<file path="src/rtl/uxtc_pkg.sv">
// Shared types, constants and tables for the Unix time / calendar converter.
// Used by uxtc_split, uxtc_pack and unix_time_calendar_converter_core.
package uxtc_pkg;

    localparam logic CMD_TO_CALENDAR = 1'b0;
    localparam logic CMD_TO_SECONDS  = 1'b1;

    typedef struct packed {
        logic [5:0]  second;
        logic [5:0]  minute;
        logic [4:0]  hour;
        logic [4:0]  day;
        logic [3:0]  month;
        logic [11:0] year;
    } cal_t;

    // Register stages in each conversion path before the output register.
    localparam int PIPE_DEPTH = 8;
    localparam int PACK_STAGES = 5;
    localparam int PACK_PAD = PIPE_DEPTH - PACK_STAGES;

    localparam int SECS_PER_DAY   = 86400;
    localparam int SECS_PER_HOUR  = 3600;
    localparam int SECS_PER_MIN   = 60;
    localparam int JDN_1970       = 2440588;
    localparam int JDN_MARCH_BASE = 1721119;
    localparam int DAYS_4Y        = 1461;
    localparam int DAYS_400Y      = 146097;
    localparam int DAYS_5MONTHS   = 153;
    localparam int YEAR_MIN       = 1970;
    localparam int YEAR_MAX       = 2069;
    localparam int FIRST_CENT     = 19;

    // Days from the March-based epoch of the day count to 1970-01-01.
    localparam int DAY_ZERO = JDN_1970 - JDN_MARCH_BASE;
    // Quarter-day count of 1970 onwards, taken relative to the first century.
    localparam int CENT_BIAS = 4 * DAY_ZERO - 1 - FIRST_CENT * DAYS_400Y;
    localparam int CENT_DAYS_LO = (FIRST_CENT * DAYS_400Y) >> 2;
    localparam int CENT_DAYS_HI = ((FIRST_CENT + 1) * DAYS_400Y) >> 2;
    localparam int CENT_SPLIT_YEAR = (FIRST_CENT + 1) * 100;

    // Exact reciprocals: for x below 2^N and 2^L not below the divisor,
    // ceil(2^(N+L) / d) gives floor(x / d) after a right shift by N + L.
    localparam int DAY_PRESHIFT = 7;
    localparam int DAY_ODD      = SECS_PER_DAY >> DAY_PRESHIFT;
    localparam int DAY_SHIFT    = 35;
    localparam logic [25:0] DAY_RECIP =
        26'(((64'd1 << DAY_SHIFT) + 64'(DAY_ODD) - 64'd1) / 64'(DAY_ODD));

    localparam int HOUR_SHIFT = 29;
    localparam logic [17:0] HOUR_RECIP =
        18'(((64'd1 << HOUR_SHIFT) + 64'(SECS_PER_HOUR) - 64'd1) / 64'(SECS_PER_HOUR));

    localparam int MIN_SHIFT = 18;
    localparam logic [12:0] MIN_RECIP =
        13'(((64'd1 << MIN_SHIFT) + 64'(SECS_PER_MIN) - 64'd1) / 64'(SECS_PER_MIN));

    localparam int YEAR_SHIFT = 29;
    localparam logic [18:0] YEAR_RECIP =
        19'(((64'd1 << YEAR_SHIFT) + 64'(DAYS_4Y) - 64'd1) / 64'(DAYS_4Y));

    localparam int MON_SHIFT = 19;
    localparam logic [11:0] MON_RECIP =
        12'(((64'd1 << MON_SHIFT) + 64'(DAYS_5MONTHS) - 64'd1) / 64'(DAYS_5MONTHS));

    localparam int DAY5_SHIFT = 11;
    localparam logic [8:0] DAY5_RECIP = 9'(((64'd1 << DAY5_SHIFT) + 64'd4) / 64'd5);

    // Days before the start of each month of a year that begins in March.
    function automatic logic [8:0] month_days(input logic [3:0] mm);
        logic [8:0] d;
        unique case (mm)
            4'd0:    d = 9'd0;
            4'd1:    d = 9'd31;
            4'd2:    d = 9'd61;
            4'd3:    d = 9'd92;
            4'd4:    d = 9'd122;
            4'd5:    d = 9'd153;
            4'd6:    d = 9'd184;
            4'd7:    d = 9'd214;
            4'd8:    d = 9'd245;
            4'd9:    d = 9'd275;
            4'd10:   d = 9'd306;
            4'd11:   d = 9'd337;
            default: d = 9'd0;
        endcase
        return d;
    endfunction

endpackage

</file>
<file path="src/rtl/unix_time_calendar_converter_core.sv">
// Top level of the Unix time / Gregorian calendar converter.
// Depends on uxtc_pkg, uxtc_split and uxtc_pack.
//
//  Channel  | Handshake            | Word
//  ---------+----------------------+-----------------------------------------------
//  command  | start, busy          | command, unix_seconds, second_in .. year_in
//  result   | done (strobe)        | seconds_out, second_out .. year_out, bad_field
//
// A word is taken on every clock edge with start high; busy is always low.
// Each result leaves one cycle wide on done, in command order, after the
// eight-stage split or pack pipeline and the output register. Reset clears
// the valid bits only; words in flight at reset are dropped. The receiver
// cannot stall the results.
module unix_time_calendar_converter_core (
    input  logic        clk,
    input  logic        rst_n,
    input  logic        start,
    output logic        busy,
    input  logic        command,
    input  logic [31:0] unix_seconds,
    input  logic [5:0]  second_in,
    input  logic [5:0]  minute_in,
    input  logic [4:0]  hour_in,
    input  logic [4:0]  day_in,
    input  logic [3:0]  month_in,
    input  logic [11:0] year_in,
    output logic        done,
    output logic [31:0] seconds_out,
    output logic [5:0]  second_out,
    output logic [5:0]  minute_out,
    output logic [4:0]  hour_out,
    output logic [4:0]  day_out,
    output logic [3:0]  month_out,
    output logic [11:0] year_out,
    output logic        bad_field
);

    localparam int DEPTH = uxtc_pkg::PIPE_DEPTH;

    logic                 accept;
    logic [DEPTH-1:0]     vld_reg;
    logic [DEPTH-1:0]     cmd_reg;
    logic                 done_reg;
    uxtc_pkg::cal_t       in_cal;
    uxtc_pkg::cal_t       split_cal;
    logic [31:0]          split_secs;
    logic [31:0]          pack_secs;
    logic                 pack_ok;
    logic [31:0]          res_secs_next;
    uxtc_pkg::cal_t       res_cal_next;
    logic                 res_bad_next;
    logic [31:0]          res_secs_reg;
    uxtc_pkg::cal_t       res_cal_reg;
    logic                 res_bad_reg;

    assign busy   = 1'b0;
    assign accept = start && !busy;

    assign in_cal.second = second_in;
    assign in_cal.minute = minute_in;
    assign in_cal.hour   = hour_in;
    assign in_cal.day    = day_in;
    assign in_cal.month  = month_in;
    assign in_cal.year   = year_in;

    uxtc_split u_split (
        .clk          (clk),
        .unix_seconds (unix_seconds),
        .seconds      (split_secs),
        .cal          (split_cal)
    );

    uxtc_pack u_pack (
        .clk     (clk),
        .cal     (in_cal),
        .seconds (pack_secs),
        .ok      (pack_ok)
    );

    always_ff @(posedge clk or negedge rst_n)
    begin
        if (!rst_n)
        begin
            vld_reg  <= '0;
            done_reg <= 1'b0;
        end
        else
        begin
            vld_reg  <= {vld_reg[DEPTH-2:0], accept};
            done_reg <= vld_reg[DEPTH-1];
        end
    end

    always_comb
    begin
        if (cmd_reg[DEPTH-1] == uxtc_pkg::CMD_TO_SECONDS)
        begin
            res_secs_next = pack_ok ? pack_secs : '0;
            res_cal_next  = '0;
            res_bad_next  = !pack_ok;
        end
        else
        begin
            res_secs_next = split_secs;
            res_cal_next  = split_cal;
            res_bad_next  = 1'b0;
        end
    end

    always_ff @(posedge clk)
    begin
        cmd_reg      <= {cmd_reg[DEPTH-2:0], command};
        res_secs_reg <= res_secs_next;
        res_cal_reg  <= res_cal_next;
        res_bad_reg  <= res_bad_next;
    end

    assign done        = done_reg;
    assign seconds_out = res_secs_reg;
    assign second_out  = res_cal_reg.second;
    assign minute_out  = res_cal_reg.minute;
    assign hour_out    = res_cal_reg.hour;
    assign day_out     = res_cal_reg.day;
    assign month_out   = res_cal_reg.month;
    assign year_out    = res_cal_reg.year;
    assign bad_field   = res_bad_reg;

    a_latency: assert property (@(posedge clk) disable iff (!rst_n)
        accept |-> ##(DEPTH+1) done)
        else $error("result word missing after a taken command word");

    a_bad_clean: assert property (@(posedge clk) disable iff (!rst_n)
        (done && bad_field) |-> (seconds_out == 32'd0) && (second_out == 6'd0)
            && (minute_out == 6'd0) && (hour_out == 5'd0) && (day_out == 5'd0)
            && (month_out == 4'd0) && (year_out == 12'd0))
        else $error("rejected calendar word carries non-zero fields");

    a_cal_range: assert property (@(posedge clk) disable iff (!rst_n)
        (done && (month_out != 4'd0)) |-> !bad_field && (month_out <= 4'd12)
            && (hour_out <= 5'd23) && (minute_out <= 6'd59) && (second_out <= 6'd59)
            && (day_out != 5'd0) && (year_out >= 12'(uxtc_pkg::YEAR_MIN)))
        else $error("calendar result out of range");

endmodule

</file>
<file path="src/rtl/uxtc_split.sv">
// Pipeline that splits Unix seconds into a Gregorian calendar time.
// Depends on uxtc_pkg; non-power-of-two constant divisions use reciprocals.
module uxtc_split (
    input  logic           clk,
    input  logic [31:0]    unix_seconds,
    output logic [31:0]    seconds,
    output uxtc_pkg::cal_t cal
);

    logic [50:0] day_prod;
    logic [15:0] s1_days_next;
    logic [31:0] s1_secs_reg;
    logic [15:0] s1_days_reg;

    logic [32:0] day_secs;
    logic [16:0] s2_tod_next;
    logic [18:0] s2_u_next;
    logic [31:0] s2_secs_reg;
    logic [16:0] s2_tod_reg;
    logic [18:0] s2_u_reg;

    logic        ge1;
    logic        ge2;
    logic [18:0] cent_sub;
    logic [18:0] cent_rem;
    logic [17:0] s3_in_cent_next;
    logic [1:0]  s3_k_next;
    logic [34:0] hour_prod;
    logic [4:0]  s3_hour_next;
    logic [31:0] s3_secs_reg;
    logic [16:0] s3_tod_reg;
    logic [17:0] s3_in_cent_reg;
    logic [1:0]  s3_k_reg;
    logic [4:0]  s3_hour_reg;

    logic [36:0] year_prod;
    logic [6:0]  s4_yr_next;
    logic [16:0] hour_secs;
    logic [11:0] s4_rem_next;
    logic [31:0] s4_secs_reg;
    logic [17:0] s4_in_cent_reg;
    logic [1:0]  s4_k_reg;
    logic [4:0]  s4_hour_reg;
    logic [6:0]  s4_yr_reg;
    logic [11:0] s4_rem_reg;

    logic [17:0] yr_days;
    logic [10:0] s5_r1_next;
    logic [24:0] min_prod;
    logic [5:0]  s5_minute_next;
    logic [31:0] s5_secs_reg;
    logic [1:0]  s5_k_reg;
    logic [4:0]  s5_hour_reg;
    logic [6:0]  s5_yr_reg;
    logic [11:0] s5_rem_reg;
    logic [10:0] s5_r1_reg;
    logic [5:0]  s5_minute_reg;

    logic [8:0]  quarter;
    logic [10:0] s6_m5_next;
    logic [11:0] min_secs;
    logic [5:0]  s6_sec_next;
    logic [31:0] s6_secs_reg;
    logic [1:0]  s6_k_reg;
    logic [4:0]  s6_hour_reg;
    logic [6:0]  s6_yr_reg;
    logic [5:0]  s6_minute_reg;
    logic [5:0]  s6_sec_reg;
    logic [10:0] s6_m5_reg;

    logic [22:0] mon_prod;
    logic [3:0]  s7_mon_next;
    logic [31:0] s7_secs_reg;
    logic [1:0]  s7_k_reg;
    logic [4:0]  s7_hour_reg;
    logic [6:0]  s7_yr_reg;
    logic [5:0]  s7_minute_reg;
    logic [5:0]  s7_sec_reg;
    logic [10:0] s7_m5_reg;
    logic [3:0]  s7_mon_reg;

    logic [10:0] mon_days;
    logic [7:0]  s8_v_next;
    logic [31:0] s8_secs_reg;
    logic [1:0]  s8_k_reg;
    logic [4:0]  s8_hour_reg;
    logic [6:0]  s8_yr_reg;
    logic [5:0]  s8_minute_reg;
    logic [5:0]  s8_sec_reg;
    logic [3:0]  s8_mon_reg;
    logic [7:0]  s8_v_reg;

    logic [16:0] day_out_prod;
    logic        late;
    logic [11:0] year_base;

    // Whole days: the low seven bits of 86400 are zero, so divide by 675.
    assign day_prod     = 51'(unix_seconds[31:uxtc_pkg::DAY_PRESHIFT])
                        * 51'(uxtc_pkg::DAY_RECIP);
    assign s1_days_next = 16'(day_prod >> uxtc_pkg::DAY_SHIFT);

    assign day_secs    = 33'(s1_days_reg) * 33'(uxtc_pkg::SECS_PER_DAY);
    assign s2_tod_next = s1_secs_reg[16:0] - day_secs[16:0];
    assign s2_u_next   = 19'({s1_days_reg, 2'b00}) + 19'(uxtc_pkg::CENT_BIAS);

    assign ge1 = (s2_u_reg >= 19'(uxtc_pkg::DAYS_400Y));
    assign ge2 = (s2_u_reg >= 19'(2 * uxtc_pkg::DAYS_400Y));

    always_comb
    begin
        priority if (ge2)
        begin
            cent_sub  = 19'(2 * uxtc_pkg::DAYS_400Y);
            s3_k_next = 2'd2;
        end
        else if (ge1)
        begin
            cent_sub  = 19'(uxtc_pkg::DAYS_400Y);
            s3_k_next = 2'd1;
        end
        else
        begin
            cent_sub  = '0;
            s3_k_next = 2'd0;
        end
    end

    assign cent_rem        = s2_u_reg - cent_sub;
    assign s3_in_cent_next = cent_rem[17:0] | 18'd3;
    assign hour_prod       = 35'(s2_tod_reg) * 35'(uxtc_pkg::HOUR_RECIP);
    assign s3_hour_next    = 5'(hour_prod >> uxtc_pkg::HOUR_SHIFT);

    assign year_prod   = 37'(s3_in_cent_reg) * 37'(uxtc_pkg::YEAR_RECIP);
    assign s4_yr_next  = 7'(year_prod >> uxtc_pkg::YEAR_SHIFT);
    assign hour_secs   = 17'(s3_hour_reg) * 17'(uxtc_pkg::SECS_PER_HOUR);
    assign s4_rem_next = 12'(s3_tod_reg - hour_secs);

    assign yr_days        = 18'(s4_yr_reg) * 18'(uxtc_pkg::DAYS_4Y);
    assign s5_r1_next     = 11'(s4_in_cent_reg - yr_days);
    assign min_prod       = 25'(s4_rem_reg) * 25'(uxtc_pkg::MIN_RECIP);
    assign s5_minute_next = 6'(min_prod >> uxtc_pkg::MIN_SHIFT);

    assign quarter     = 9'((12'(s5_r1_reg) + 12'd4) >> 2);
    assign s6_m5_next  = 11'({quarter, 2'b00}) + 11'(quarter) - 11'd3;
    assign min_secs    = 12'(s5_minute_reg) * 12'(uxtc_pkg::SECS_PER_MIN);
    assign s6_sec_next = 6'(s5_rem_reg - min_secs);

    assign mon_prod    = 23'(s6_m5_reg) * 23'(uxtc_pkg::MON_RECIP);
    assign s7_mon_next = 4'(mon_prod >> uxtc_pkg::MON_SHIFT);

    assign mon_days  = 11'(s7_mon_reg) * 11'(uxtc_pkg::DAYS_5MONTHS);
    assign s8_v_next = 8'(s7_m5_reg - mon_days) + 8'd5;

    always_ff @(posedge clk)
    begin
        s1_secs_reg    <= unix_seconds;
        s1_days_reg    <= s1_days_next;

        s2_secs_reg    <= s1_secs_reg;
        s2_tod_reg     <= s2_tod_next;
        s2_u_reg       <= s2_u_next;

        s3_secs_reg    <= s2_secs_reg;
        s3_tod_reg     <= s2_tod_reg;
        s3_in_cent_reg <= s3_in_cent_next;
        s3_k_reg       <= s3_k_next;
        s3_hour_reg    <= s3_hour_next;

        s4_secs_reg    <= s3_secs_reg;
        s4_in_cent_reg <= s3_in_cent_reg;
        s4_k_reg       <= s3_k_reg;
        s4_hour_reg    <= s3_hour_reg;
        s4_yr_reg      <= s4_yr_next;
        s4_rem_reg     <= s4_rem_next;

        s5_secs_reg    <= s4_secs_reg;
        s5_k_reg       <= s4_k_reg;
        s5_hour_reg    <= s4_hour_reg;
        s5_yr_reg      <= s4_yr_reg;
        s5_rem_reg     <= s4_rem_reg;
        s5_r1_reg      <= s5_r1_next;
        s5_minute_reg  <= s5_minute_next;

        s6_secs_reg    <= s5_secs_reg;
        s6_k_reg       <= s5_k_reg;
        s6_hour_reg    <= s5_hour_reg;
        s6_yr_reg      <= s5_yr_reg;
        s6_minute_reg  <= s5_minute_reg;
        s6_sec_reg     <= s6_sec_next;
        s6_m5_reg      <= s6_m5_next;

        s7_secs_reg    <= s6_secs_reg;
        s7_k_reg       <= s6_k_reg;
        s7_hour_reg    <= s6_hour_reg;
        s7_yr_reg      <= s6_yr_reg;
        s7_minute_reg  <= s6_minute_reg;
        s7_sec_reg     <= s6_sec_reg;
        s7_m5_reg      <= s6_m5_reg;
        s7_mon_reg     <= s7_mon_next;

        s8_secs_reg    <= s7_secs_reg;
        s8_k_reg       <= s7_k_reg;
        s8_hour_reg    <= s7_hour_reg;
        s8_yr_reg      <= s7_yr_reg;
        s8_minute_reg  <= s7_minute_reg;
        s8_sec_reg     <= s7_sec_reg;
        s8_mon_reg     <= s7_mon_reg;
        s8_v_reg       <= s8_v_next;
    end

    // January and February close the March-based year and belong to the next one.
    assign late         = (s8_mon_reg >= 4'd10);
    assign day_out_prod = 17'(s8_v_reg) * 17'(uxtc_pkg::DAY5_RECIP);

    always_comb
    begin
        unique case (s8_k_reg)
            2'd0:    year_base = 12'(uxtc_pkg::FIRST_CENT * 100);
            2'd1:    year_base = 12'((uxtc_pkg::FIRST_CENT + 1) * 100);
            default: year_base = 12'((uxtc_pkg::FIRST_CENT + 2) * 100);
        endcase
    end

    assign seconds    = s8_secs_reg;
    assign cal.second = s8_sec_reg;
    assign cal.minute = s8_minute_reg;
    assign cal.hour   = s8_hour_reg;
    assign cal.day    = 5'(day_out_prod >> uxtc_pkg::DAY5_SHIFT);
    assign cal.month  = late ? (s8_mon_reg - 4'd9) : (s8_mon_reg + 4'd3);
    assign cal.year   = year_base + 12'(s8_yr_reg) + 12'(late);

endmodule

</file>
<file path="src/rtl/uxtc_pack.sv">
// Pipeline that checks calendar fields and packs them into Unix seconds.
// Depends on uxtc_pkg for the month table, constants and the calendar type.
module uxtc_pack (
    input  logic           clk,
    input  uxtc_pkg::cal_t cal,
    output logic [31:0]    seconds,
    output logic           ok
);

    logic        p1_ok_next;
    logic        early;
    logic [11:0] ym;
    logic [3:0]  mm;
    logic        p1_hi_next;
    logic [6:0]  p1_yy_next;
    logic        p1_ok_reg;
    logic [8:0]  p1_mdays_reg;
    logic [4:0]  p1_day_reg;
    logic        p1_hi_reg;
    logic [6:0]  p1_yy_reg;
    logic [4:0]  p1_hour_reg;
    logic [5:0]  p1_min_reg;
    logic [5:0]  p1_sec_reg;

    logic [17:0] yy_prod;
    logic        p2_ok_reg;
    logic [8:0]  p2_mdays_reg;
    logic [4:0]  p2_day_reg;
    logic        p2_hi_reg;
    logic [15:0] p2_yydays_reg;
    logic [16:0] p2_hsec_reg;
    logic [11:0] p2_msec_reg;
    logic [5:0]  p2_sec_reg;

    logic [20:0] day_sum;
    logic        p3_ok_reg;
    logic [15:0] p3_dnum_reg;
    logic [16:0] p3_tod_reg;

    logic [32:0] day_secs;
    logic        p4_ok_reg;
    logic [31:0] p4_prod_reg;
    logic [16:0] p4_tod_reg;

    logic        p5_ok_reg;
    logic [31:0] p5_secs_reg;

    logic [31:0] pad_secs_reg [uxtc_pkg::PACK_PAD];
    logic        pad_ok_reg   [uxtc_pkg::PACK_PAD];

    assign p1_ok_next = (cal.second <= 6'd59) && (cal.minute <= 6'd59)
                     && (cal.hour <= 5'd23) && (cal.day != 5'd0)
                     && (cal.month != 4'd0) && (cal.month <= 4'd12)
                     && (cal.year >= 12'(uxtc_pkg::YEAR_MIN))
                     && (cal.year <= 12'(uxtc_pkg::YEAR_MAX));

    // The year is counted from March, so January and February join the year before.
    assign early      = (cal.month <= 4'd2);
    assign ym         = early ? (cal.year - 12'd1) : cal.year;
    assign mm         = early ? (cal.month + 4'd9) : (cal.month - 4'd3);
    assign p1_hi_next = (ym >= 12'(uxtc_pkg::CENT_SPLIT_YEAR));
    assign p1_yy_next = p1_hi_next ? 7'(ym - 12'(uxtc_pkg::CENT_SPLIT_YEAR))
                                   : 7'(ym - 12'(uxtc_pkg::CENT_SPLIT_YEAR - 100));

    assign yy_prod = 18'(p1_yy_reg) * 18'(uxtc_pkg::DAYS_4Y);

    assign day_sum = 21'(p2_mdays_reg) + 21'(p2_day_reg) + 21'(p2_yydays_reg)
                   + (p2_hi_reg ? 21'(uxtc_pkg::CENT_DAYS_HI) : 21'(uxtc_pkg::CENT_DAYS_LO))
                   - 21'(uxtc_pkg::DAY_ZERO);

    assign day_secs = 33'(p3_dnum_reg) * 33'(uxtc_pkg::SECS_PER_DAY);

    always_ff @(posedge clk)
    begin
        p1_ok_reg     <= p1_ok_next;
        p1_mdays_reg  <= uxtc_pkg::month_days(mm);
        p1_day_reg    <= cal.day;
        p1_hi_reg     <= p1_hi_next;
        p1_yy_reg     <= p1_yy_next;
        p1_hour_reg   <= cal.hour;
        p1_min_reg    <= cal.minute;
        p1_sec_reg    <= cal.second;

        p2_ok_reg     <= p1_ok_reg;
        p2_mdays_reg  <= p1_mdays_reg;
        p2_day_reg    <= p1_day_reg;
        p2_hi_reg     <= p1_hi_reg;
        p2_yydays_reg <= 16'(yy_prod >> 2);
        p2_hsec_reg   <= 17'(p1_hour_reg) * 17'(uxtc_pkg::SECS_PER_HOUR);
        p2_msec_reg   <= 12'(p1_min_reg) * 12'(uxtc_pkg::SECS_PER_MIN);
        p2_sec_reg    <= p1_sec_reg;

        p3_ok_reg     <= p2_ok_reg;
        p3_dnum_reg   <= day_sum[15:0];
        p3_tod_reg    <= p2_hsec_reg + 17'(p2_msec_reg) + 17'(p2_sec_reg);

        p4_ok_reg     <= p3_ok_reg;
        p4_prod_reg   <= day_secs[31:0];
        p4_tod_reg    <= p3_tod_reg;

        p5_ok_reg     <= p4_ok_reg;
        p5_secs_reg   <= p4_prod_reg + 32'(p4_tod_reg);

        pad_secs_reg[0] <= p5_secs_reg;
        pad_ok_reg[0]   <= p5_ok_reg;
        for (int i = 1; i < uxtc_pkg::PACK_PAD; i++)
        begin
            pad_secs_reg[i] <= pad_secs_reg[i-1];
            pad_ok_reg[i]   <= pad_ok_reg[i-1];
        end
    end

    assign seconds = pad_secs_reg[uxtc_pkg::PACK_PAD-1];
    assign ok      = pad_ok_reg[uxtc_pkg::PACK_PAD-1];

endmodule
</file>
<file path="config.mk">
export PLATFORM = sky130hd
export DESIGN_NAME = unix_time_calendar_converter_core
export DESIGN_NICKNAME = d
export VERILOG_FILES = /design/src/rtl/uxtc_pkg.sv /design/src/rtl/unix_time_calendar_converter_core.sv /design/src/rtl/uxtc_split.sv /design/src/rtl/uxtc_pack.sv
export SDC_FILE = /design/constraint.sdc
export NUM_CORES = 2
export LEC_CHECK = 0
export BUFFER_PORTS_ARGS = -buffer_cell sky130_fd_sc_hd__buf_2
export CAP_MARGIN = 20
export CORE_MARGIN = 4
export CORE_UTILIZATION = 40
export DETAILED_ROUTE_END_ITERATION = 10
export PLACE_DENSITY = 0.57
export SKIP_CTS_REPAIR_TIMING = 1
export SLEW_MARGIN = 20
export SYNTH_ARGS = -nofsm -noshare
export SYNTH_HDL_FRONTEND = slang
export SYNTH_SLANG_ARGS = --single-unit
</file>
<file path="constraint.sdc">
create_clock -name clk -period 6.8 [get_ports clk]
set_input_delay 1.02 -clock clk [delete_from_list [all_inputs] [get_ports clk]]
set_output_delay 1.02 -clock clk [all_outputs]
set_load 0.02 [all_outputs]
</file>
# --- Word-level counts from Yosys, hierarchy flattened ---
# Memories as Yosys holds them, arrays and structs flattened. A register that Yosys moved wholly into a read port is not among the register bits.
# Cells that the tools add are included.
classes:
  n_addsub: 27
  multipliers: 15
  n_lt_le_gt_ge: 11
  eq_ne: 1
  muxes: 11
  n_reduce_logical: 11
op_table:
  columns: ["op", "n"]
  rows:
  - ["32-bit two-way mux", 2]
  - ["25-bit by 26-bit multiplier with 51-bit output (second input constant)", 1]
  - ["18-bit by 19-bit multiplier with 36-bit output (second input constant)", 1]
  - ["18-bit two-way mux", 2]
  - ["17-bit by 18-bit multiplier with 34-bit output (second input constant)", 1]
  - ["16-bit adder", 2]
  - ["32-bit by 17-bit adder with 32-bit output", 1]
  - ["16-bit by 10-bit multiplier with 25-bit output (second input constant)", 1]
  - ["12-bit by 11-bit >= comparator with 1-bit output (second input constant)", 2]
  - ["12-bit case mux with 2 select lines", 1]
  - ["11-bit by 12-bit multiplier with 23-bit output (second input constant)", 1]
  - ["12-bit by 12-bit multiplier with 23-bit output (second input constant)", 1]
  - ["18-bit by 17-bit adder with 19-bit output (second input constant)", 1]
  - ["19-bit by 18-bit >= comparator with 1-bit output (second input constant)", 1]
  - ["19-bit >= comparator (second input constant)", 1]
  - ["7-bit by 11-bit multiplier with 18-bit output (second input constant)", 1]
  - ["18-bit subtractor", 1]
  - ["17-bit by 12-bit adder with 17-bit output", 1]
  - ["17-bit by 6-bit adder with 17-bit output", 1]
  - ["17-bit subtractor", 1]
  - ["16-bit by 10-bit multiplier with 10-bit output (second input constant)", 1]
  - ["16-bit two-way mux", 1]
  - ["16-bit subtractor (second input constant)", 1]
  - ["8-bit by 8-bit multiplier with 15-bit output (second input constant)", 1]
  - ["other kinds (39)", 48]
totals:
  ff_bits: 818
  ramBits: 99
  romBits: 144
  in_bits: 74
  output_inout_bits: 73
  word_cells: 159
  mem_count: 3
memory_table:
  columns: ["name", "words", "width", "read_ports", "rd_ports_with_merged_regs", "write_ports", "line_no", "source"]
  rows:
  - ["(name not given)", 16, 9, 1, 1, 0, "uxtc_pkg.sv:72", "unique case (mm)"]
  - ["u_pack.pad_secs_reg", 3, 32, 3, 0, 3, "uxtc_pack.sv:48", "logic [31:0] pad_secs_reg [uxtc_pkg::PACK_PAD];"]
  - ["u_pack.pad_ok_reg", 3, 1, 3, 0, 3, "uxtc_pack.sv:49", "logic pad_ok_reg [uxtc_pkg::PACK_PAD];"]

# --- Depth between registers and ports, before layout ---
logic_depth:
  word_depth: 8
  ltp_mapped: 25
  mapped_depth_nobuf: 25

# --- Modules after synthesis ---
# From an unflattened synthesis, not the netlist that was laid out.
unflattened:
  cells_unflattened: 4977
  hier_area_um2: 55248.0
modules_own_cells:
  columns: ["mod", "n_inst", "cells_each", "area_each_um2", "seq_area_each_um2"]
  rows:
  - ["uxtc_split", 1, 3436, 37912.6, 9929.5]
  - ["uxtc_pack", 1, 1365, 14901.8, 6185.9]
  - ["unix_time_calendar_converter_core", 1, 176, 2433.6, 1806.7]

# --- Worst setup path before layout ---
# No wires, ideal clock.
synth_path:
  path_kind: "input to register"
  from: "input unix_seconds[11]"
  to: "register u_split.s1_days_reg[9]"
  arrival_ns: 6.484
  setup_slack_ns: 0.189
  stages: 20
  path_buffers: 0
  cell_sequence: "fa_1 > inv_1 > fa_1 > inv_1 > ha_1 > fa_1 > inv_1 > fa_1 > fa_1 > inv_1 > fa_1 > ha_1 > o21a_1 > o21ai_0 > o21ai_0 > a221oi_1 > o221ai_1 > o21ai_0 > o21ai_0 > xor2_1"
synth_between:
  elab_chain_cells: 1
synth_lines:
  columns: ["item", "line_no", "source"]
  rows:
  - ["from (decl)", "unix_time_calendar_converter_core.sv:20", "input logic [31:0] unix_seconds,"]
  - ["25-bit by 26-bit multiplier with 51-bit output", "uxtc_split.sv:99", "* 51'(uxtc_pkg::DAY_RECIP);"]
  - ["via u_split.day_prod[44]", "uxtc_split.sv:10", "logic [50:0] day_prod;"]
  - ["to (signal assigned)", "uxtc_split.sv:157", "s1_days_reg <= s1_days_next;"]
  - ["to (decl)", "uxtc_split.sv:13", "logic [15:0] s1_days_reg;"]
# The timed path passes the listed nets, and every way through them passes these cells.
# A chain may end at the register's enable or synchronous reset.

# --- Worst setup path in the final report ---
layout_path:
  from: "input unix_seconds[26]"
  to: "register u_split.s1_days_reg[8]"
# Same word-level chain as after synthesis.

==> flow_summary.ini <==
[placed_design]
place_hpwl_um = 89000
pre_cts_ws_ns = -0.282
place_area_um2 = 57700
routabilityCongestion = 0.885
placement.io_buffers = 145

[drt]
post-route-drc-count = 0
wire_per_inst_um = 14.9
finalWirelength_um = 105000
via_per_inst = 4.53
via_count = 31900
ant_nets = 0
drt_iter0_drc = 1055
first_pass_iters = 5

[setup_path]
crit_fanout = 4
timing.setup.critical_path_class = in -> reg
cp_cell_sequence = buf_2, fa_1, ha_1, inv_1, fa_1, fa_1, inv_1, fa_1, inv_1, fa_1, inv_1, fa_1, ha_1, nand4_1, nor3_1, nand2_1, nor2_1, a221oi_1, buf_4, o221ai_1, o21ai_0, buf_4, o21bai_1, a21oi_1
startpoint_type = input pin
path_depth = 24
crit_path_end_kind = flip-flop
cp_top_family = adder cells
required_ns = 7.34
reg2reg_depth = 21
critical-path-max-stage-delay_ns = 0.57
crit_arrival_ns = 6.92
crit_buf_inv = 7
slowest_stage = fa_1
crit_top_cell = fa_1

[synth]
yosys-top-cells-count = inv_1 (1107), ha_1 (1094), dfxtp_1 (884)
ys_seq_elements = 893
synth_most_common_cell = inv_1
yosys.cell_types.count = 63
yosysTopAreaCellShare = 0.327
synth_edf_count = 0
synth_area_um2 = 54200
avgSynthCellArea_um2 = 11.1
seq_area_frac_synth = 0.331
ys_warn_count = 0
synth_ff_type = dfxtp_1
synth_nets = 6569
yosysTopAreaCell = dfxtp_1
ys_async_sr_fraction = 0.0101
synth.area.top_cells = dfxtp_1 (33%), ha_1 (25%), fa_1 (19%), inv_1 (7.7%), xnor2_1 (3.4%)
syn_inst = 4884

[clock_tree]
cts_made_buffers = 94
clk_pin_slew_ns = 0.06
cts_tree = done
h-tree-depth = 3
cts-root-buf = clkbuf_16
insertion_delay_ns = 0.70
cts_buffer_depth = 3
clock_sinks = 893

[sta]
grt_setup_unrepaired = false
max_slew.worst_pin.slew_ns = 0.931
fin_skew_ns = 0.0518
fmax_mhz = 157
period_share = 0.937
layout_setup_ws_ns = 0.429
drv_slew = 0
hold_violations = 0
min_period_ns = 6.37
max_slew_margin = 0.380
setup_violations = 0

[grt]
grt_start_max_net_pins = 42
grt_first_pass_wirelength_um = 173000
gr-total-overflow = 0
grt_pass1_vias = 33800
grt.total_usage = 0.154
antenna_found_initial = 2

[layout]
postLayoutCellArea_um2 = 60900
largest_register_ffs = 96
area_delta_synth_final_pct = 12.4
drive_above_1_share = 0.0789
fill_cells = 12500
final_core_util = 0.454
layout.nets = 6882

[floorplanning]
die_area_um2 = 141000
die_y_um = 376
placementRows = 134
die_x_um = 376
core_area_um2 = 134000
io_pins = 147
start_util = 0.404

[flow_run]
cap_viol_max_count = 0

[hold_path]
holdCritPathClass = in -> async

[status]
run_status = finished, final reports clean
metrics by stage:
stage / setup TNS, ns / instances / hold slack, ns
final: 0 / 7041 / 0.155
after global routing: 0 / 7040 / 0.125
after CTS: 0 / 7040 / 0.0850
after detailed placement: -1.45 / 6869 / 0.312
after global placement: -0.965 / 6869 / 0.310
after floorplan: 0 / 4884 / 0.310
worst reg2reg max path, cell delays in order, from the launching register on:
cell      delay [ns]
dfxtp_1         0.43
ha_1            0.41
inv_1           0.11
fa_1            0.59
inv_1           0.11
fa_1            0.51
inv_1           0.05
fa_1            0.47
inv_1           0.06
fa_1            0.53
inv_1           0.07
fa_1            0.49
ha_1            0.31
o21a_1          0.12
nor2_1          0.05
nor4b_1         0.39
o221ai_1        0.33
a311o_1         0.41
nand2_1         0.09
o211ai_1        0.12
o21ba_2         0.22
xnor2_1         0.11
metal layers:
metal,vias to the layer above,share of wire,track usage
li1,16200,-,-
met1,15200,0.46,0.199
met2,384,0.47,0.261
met3,146,0.040,0.0263
met4,0,0.031,0.0521
met5,-,0,0
final cells by class:
cell class / count / area [um^2] / area share
clock inverters: 51 / 591 / 0.00970
flip-flops and latches: 893 / 17900 / 0.295
repair buffers: 235 / 1400 / 0.0230
well taps: 1768 / 2210 / 0.0363
clock buffers: 120 / 2570 / 0.0422
diodes: 1 / 2.50 / 0.0000411
multi-input cells: 2866 / 32000 / 0.526
inverters: 1107 / 4160 / 0.0683
layout by cell type (no fill, tap or decap), types with 20 or more instances in the layout:
cell type  instances
inv_1           1107
ha_1            1094
dfxtp_1          883
fa_1             517
xnor2_1          208
a21oi_1          152
buf_2            145
nor2_1           120
nand2_1          114
o21ai_0          108
clkbuf_16         94
buf_4             90
xor2_1            77
a21o_1            58
nor2b_1           47
nand3_1           39
nor3_1            37
o21bai_1          33
o21a_1            28
nand2b_1          27
nand4_1           24
and3_1            23
a211oi_1          20
worst paths after layout:
| path | slack, ns | start | end |
|---|---|---|---|
| min in group clk | 0.31 | u_split.s6_k_reg[1] | u_split.s7_k_reg[1] |
| min reg2reg | 0.31 | u_split.s6_k_reg[1] | u_split.s7_k_reg[1] |
| min | 0.16 | rst_n | vld_reg[0] |
| max in group asynchronous | 6.47 | rst_n | vld_reg[5] |
| max | 0.43 | unix_seconds[26] | u_split.s1_days_reg[8] |
| max reg2reg | 0.73 | u_split.s3_in_cent_reg[8] | u_split.s4_yr_reg[6] |
kinds of logic (layout without fill, tap and decap cells):
group / Yosys count / after routing / synth area share
mux: 2 / 2 / 0.000370
other cells: 1 / 2 / 0.0000692
compound gates: 487 / 487 / 0.0569
flops: 893 / 893 / 0.331
simple gates: 480 / 480 / 0.0437
xor+xnor: 285 / 285 / 0.0461
fa+ha+maj: 1611 / 1611 / 0.444
buf+inv: 1125 / 1513 / 0.0782
Power is left out: the tool's default activity adds up to more than one toggle a clock period on the data nets, which glitch-free logic cannot reach.
